File: src/masked_histogram_matching_macros.svh
// Assertion macros shared by the RTL.
`ifndef MASKED_HISTOGRAM_MATCHING_MACROS_SVH
`define MASKED_HISTOGRAM_MATCHING_MACROS_SVH
`ifndef NO_ASSERTIONS
`define MHM_ASSERT(lbl, clk, rst, cond) \
  lbl: assert property (@(posedge clk) disable iff (rst) (cond)) \
    else $error("check failed");
`define MHM_ASSERT_IMP(lbl, clk, rst, ante, cons) \
  lbl: assert property (@(posedge clk) disable iff (rst) (ante) |-> (cons)) \
    else $error("check failed");
`else
`define MHM_ASSERT(lbl, clk, rst, cond)
`define MHM_ASSERT_IMP(lbl, clk, rst, ante, cons)
`endif
`endif

File: src/mhm_ram.sv
`timescale 1ns / 1ps
`default_nettype none
module mhm_ram #(
  parameter int WIDTH = 8,
  parameter int DEPTH = 256
) (
  input  wire logic                     clk,
  input  wire logic                     we,
  input  wire logic [$clog2(DEPTH)-1:0] waddr,
  input  wire logic [WIDTH-1:0]         wdata,
  input  wire logic [$clog2(DEPTH)-1:0] raddr,
  output logic      [WIDTH-1:0]         rdata
);
  logic [WIDTH-1:0] mem [DEPTH];

  always_ff @(posedge clk) begin
    if (we) begin
      mem[waddr] <= wdata;
    end
    rdata <= mem[raddr];
  end
endmodule
`default_nettype wire

File: config.mk
export PLATFORM = sky130hd
export DESIGN_NAME = mhm_ram
export DESIGN_NICKNAME = d
export VERILOG_FILES = /design/src/masked_histogram_matching_macros.svh /design/src/mhm_ram.sv
export SDC_FILE = /design/constraint.sdc
export NUM_CORES = 2
export LEC_CHECK = 0
export ABC_CLOCK_PERIOD_IN_PS = 3000
export CAP_MARGIN = 20
export CORE_AREA = 2 2 384 386
export CTS_CLUSTER_SIZE = 25
export DETAILED_ROUTE_END_ITERATION = 10
export DIE_AREA = 0 0 386 388
export DONT_BUFFER_PORTS = 1
export GPL_ROUTABILITY_DRIVEN = 1
export PLACE_DENSITY = 0.7
export SYNTH_ARGS = -nofsm -noshare
export SYNTH_HDL_FRONTEND = slang
export SYNTH_SLANG_ARGS = --single-unit
export TNS_END_PERCENT = 1
File: constraint.sdc
create_clock -name clk -period 3 [get_ports clk]
set_input_delay 0 -clock clk [delete_from_list [all_inputs] [get_ports clk]]
set_output_delay 0 -clock clk [all_outputs]
set_load 0.005 [all_outputs]
== Yosys cells after proc, flatten, opt, wreduce, memory -nomap -nowiden ==
Memories as Yosys holds them, arrays and structs flattened. A register that Yosys moved wholly into a read port is not among the register bits.
Index checks and enable logic that the tools add are counted.
Storage, ports and cells
  memories kept: 1
  output and inout port bits: 8
  flip-flop bits (word level): 0
  logic and storage cells: 3
  input port bits: 26
  RAM bits: 2048
Operators by class
  multiplexer cells: 2
Memory list
  mem: words 256, width 8, read ports 1, clocked after Yosys merged registers in 1, wr ports 1, line mhm_ram.sv:14  | logic [WIDTH-1:0] mem [DEPTH];
Operator list (count)
  two-way mux 1 bit: 2

== Depth between registers and ports, before layout ==
  depth after elaboration: 2
  depth in mapped cells: 11
  gate-level depth less buffers: 6

== Worst setup path before layout ==
Ideal clock, no wire load.
  path type: in2reg
  from: input port raddr[0]
  to: register rdata[2] (read register of mem)
  setup slack: 1062 ps
  path buffers: 4
  required time: 2869 ps
  arrival: 1807 ps
  library setup time: 131 ps
  stages: 9
  cell sequence: buf_6 > buf_12 > buf_8 > buf_2 > mux4_2 > a22oi_1 > a21oi_1 > nor4_1 > nor4_2
RTL lines
  from (decl): line mhm_ram.sv:11  | input wire logic [$clog2(DEPTH)-1:0] raddr,
  to (decl): line mhm_ram.sv:12  | output logic [WIDTH-1:0] rdata

==> results.cfg <==
[route]
drt-initial-drc-count = 5071
wl_um = 190000
via_per_inst = 6.43
dr.pass1.iters = 5
ant_nets = 0
wl_per_cell_um = 31.3
vias = 39000
drc = 0

[die]
core_area_um2 = 145000
dieHeight_um = 388
num_rows = 140
die_area_um2 = 150000
start_util = 0.548
io_pins = 34
die_w_um = 386

[sta]
worst_slew_margin_rel = 0.126
grt_setup_unrepaired = false
tightest_slew_ns = 1.31
fin_crit_ns = 2.93
finalMaxSlewViolations = 0
final.setup.tns_ns = 0
max_clock_freq_mhz = 342
min_period_over_period = 0.976
setup-violations-final = 0
whs_ns = -0.690
hold_violations = 2048
skew_ns = 0.0408

[final_layout]
antenna_cells = 0
drive_above_1_share = 0.241
final_nets = 3999
area_growth_syn_to_layout_pct = 12.1
nFillCells = 9786

[logic_synthesis]
synth-simple-area-share = 0.0263
ys_types = 55
yosys_register_bits = 2056
synth_compound_area_frac = 0.0342
syn-instance-count = 3733
ys_warn_count = 0
async_flop_share = 0
synth.avg_cell_area_um2 = 21.3
synth_fa_ha_area_frac = 0
synth_top_family_by_area = multiplexers
synth-edff-count = 2048
syn_nets = 3759
ys_seq_area_frac = 0.775
synthXorXnorAreaFrac = 0
netlist_area_um2 = 79600
synthMuxAreaShare = 0.146
synth_top_flop_cell = edfxtp_1

[worst_setup_path]
crit_fanout = 1
cp-start-kind = flop
rrSetupSlack_ns = 0.07
r2r-start = mem[83][6]$_DFFE_PP_
endpoint_kind = flop
reg2regPathDepth = 6
arrival_ns = 3.57
cp.required_ns = 3.64
r2r_end = rdata[6]$_DFF_P_
worstSetupPathType = flop to flop

[status]
violations = negative hold slack
status = finished with violations

[power]
peakVddDrop_mv = 0.506
p_sw_frac = 0.201
p_leak_nw = 27.8
pwr-share-seq = 0.547
power.density_nw_per_um2 = 650
switchingPower_mw = 11.6
p_int_mw = 46.3
p_comb_frac = 0.036
power_mw = 58.0
clockPowerShare = 0.417

[clock_network]
clk_path_buf_depth = 3
clkLatencyLatePin_ns = 0.83
cts-root-buf = clkbuf_16
cts_sinks = 2056
post_cts_buffers = 0
cts_htree_levels = 4
cts_tree = done
clk_pin_slew_ns = 0.06
hold_buffers = 25
numCtsBuffers = 195

[place]
portBuffers = 0
globalplace.congestion = 0.805
place_hpwl_um = 101000

[grt]
grt_pass1_wl_um = 270000
grt_max_degree = 579
gr-total-overflow = 0
grt_pass1_vias = 38800
antenna_found_initial = 6
globalRouteTotalUtil = 0.252

[hold_path]
hold_end = mem[66][0]$_DFFE_PP_
holdPathStages = 0
hold_path.class = input port to flop
min_from = wdata[0]

[job]
timing.max_cap.violations = 0
-- stage by stage --
| step | cell area (um2) | setup slack, ns | utilization | std cells | hold WS, ns |
|---|---|---|---|---|---|
| 2_1_floorplan | 79600 | 1.06 | - | 3733 | 0.0989 |
| 6_report | 89200 | 0.0731 | 0.614 | 6056 | -0.690 |
| 3_5_place_dp | 82500 | 0.154 | 0.568 | 5659 | 0.124 |
| 5_1_grt | 89200 | 0.0148 | 0.614 | 6056 | -0.737 |
| 3_3_place_gp | 82400 | 0.0758 | 0.568 | 5658 | 0.125 |
| 4_1_cts | 89000 | 0.128 | 0.613 | 6047 | -0.739 |
-- worst max-delay path by stage --
stage,from,cells past startpoint,endpoint
after global routing,raddr[0],10,rdata[3]$_DFF_P_
after CTS,mem[26][3]$_DFFE_PP_,7,rdata[3]$_DFF_P_
after detailed placement,mem[83][6]$_DFFE_PP_,6,rdata[6]$_DFF_P_
after floorplan,raddr[0],9,rdata[2]$_DFF_P_
after global placement,raddr[0],6,rdata[4]$_DFF_P_
final,mem[83][6]$_DFFE_PP_,6,rdata[6]$_DFF_P_
-- power groups by stage --
stage          logic, mW  registers [mW]  clock network [mW]
2_1_floorplan       1.54            32.3                   0
3_3_place_gp        1.71            32.3                   0
3_5_place_dp        1.71            32.3                   0
4_1_cts             1.78            31.7                24.4
5_1_grt             2.16            31.7                25.5
6_report            2.07            31.7                24.2
-- critical path, cell delays in order, from the launching register on --
cell,delay (ns)
edfxtp_1,0.36
mux4_2,0.50
a22o_1,0.28
a221oi_2,0.47
o32ai_2,0.21
nor3_1,0.83
nor4_2,0.12
-- cell usage after synthesis (2+ instances only) --
cell       number  area, um2
nand2_1        33        124
a21oi_1        96        480
nand4_1        10       62.6
o221ai_1       46        403
o21ai_1         2       10.0
clkbuf_1      111        417
o21ai_0        10       50.1
o211ai_1       10       75.1
buf_1          22       82.6
a31oi_1         2       12.5
a2111oi_1       2       20.0
and2_1          6       37.5
and3b_1         2       17.5
a22oi_1       133        998
a2111oi_0       2       17.5
nor2_1        282       1060
buf_4          27        203
mux4_1          2       52.6
mux2i_1       134       1340
a221oi_1       13        114
a311oi_1        2       17.5
nor4_2          3       37.5
nor4_1         24        150
o22ai_1        28        175
nand3_1        34        170
nor2b_1        31        194
mux4_2        454      10200
o22a_1          5       43.8
o32ai_1         4       35.0
nor3_1         22        110
edfxtp_1     2048      61500
nand3b_1        2       15.0
buf_2          31        155
nand2b_1        8       50.1
buf_8          13        195
dfxtp_1         8        160
a22o_1          8       70.1
buf_6          21        236
or2_2           4       25.0
buf_12          8        160
a211oi_1       16        120
-- kinds of logic after synthesis --
group / after synthesis
buffers and inverters: 235
AND/OR/NAND/NOR: 466
flip-flops: 2056
AO/OA/AOI/OAI: 385
multiplexers: 591
-- what timing repair did --
item                                    in CTS  in global routing
endpoints found under the setup margin       0                  8
hold endpoints to repair                  3236               2048
resized for setup                            0                  1
-- layout make-up --
| type | count | area, um2 | share of cell area |
|---|---|---|---|
| Sequential cell | 2056 | 61700 | 0.691 |
| Multi-Input combinational cell | 1442 | 16500 | 0.185 |
| Clock buffer | 257 | 5270 | 0.0591 |
| Tap cell | 1917 | 2400 | 0.0269 |
| Timing Repair Buffer | 276 | 2400 | 0.0269 |
| Clock inverter | 106 | 986 | 0.0111 |
| Inverter | 2 | 7.51 | 0.0000842 |
-- sequential cells by signal (all words and copies together) (netlist names) --
| signal | cells |
|---|---|
| mem | 2048 |
| rdata | 8 |
-- cell usage in the layout, fill, tap and decap left out, types with 5 or more instances in the layout --
cell type,instances
nand2_1,33
dfxtp_1,8
nand2b_1,8
clkinv_1,41
nand3_1,34
o211ai_1,10
clkbuf_1,53
buf_12,8
mux2i_1,134
o22a_1,5
clkbuf_16,206
clkinv_2,35
a22oi_1,133
mux4_2,454
nand4_1,10
clkinvlp_4,5
nor3_1,22
o22ai_1,28
a21oi_1,96
and2_1,5
edfxtp_1,2048
a221oi_1,13
nor2_1,279
o221ai_1,46
nor4_1,24
nor2b_1,28
a22o_1,8
o21ai_0,10
buf_4,234
dlygate4sd3_1,24
bufinv_16,16
a211oi_1,15
-- layer usage --
metal | part of all wire | global-route usage | vias to the layer above
li1 | - | - | 16200
met1 | 0.39 | 0.358 | 20300
met2 | 0.47 | 0.379 | 2120
met3 | 0.11 | 0.0692 | 325
met4 | 0.033 | 0.0904 | 4
met5 | 0.00014 | 0 | -
Note: power is estimated with default switching activity, not from simulation.
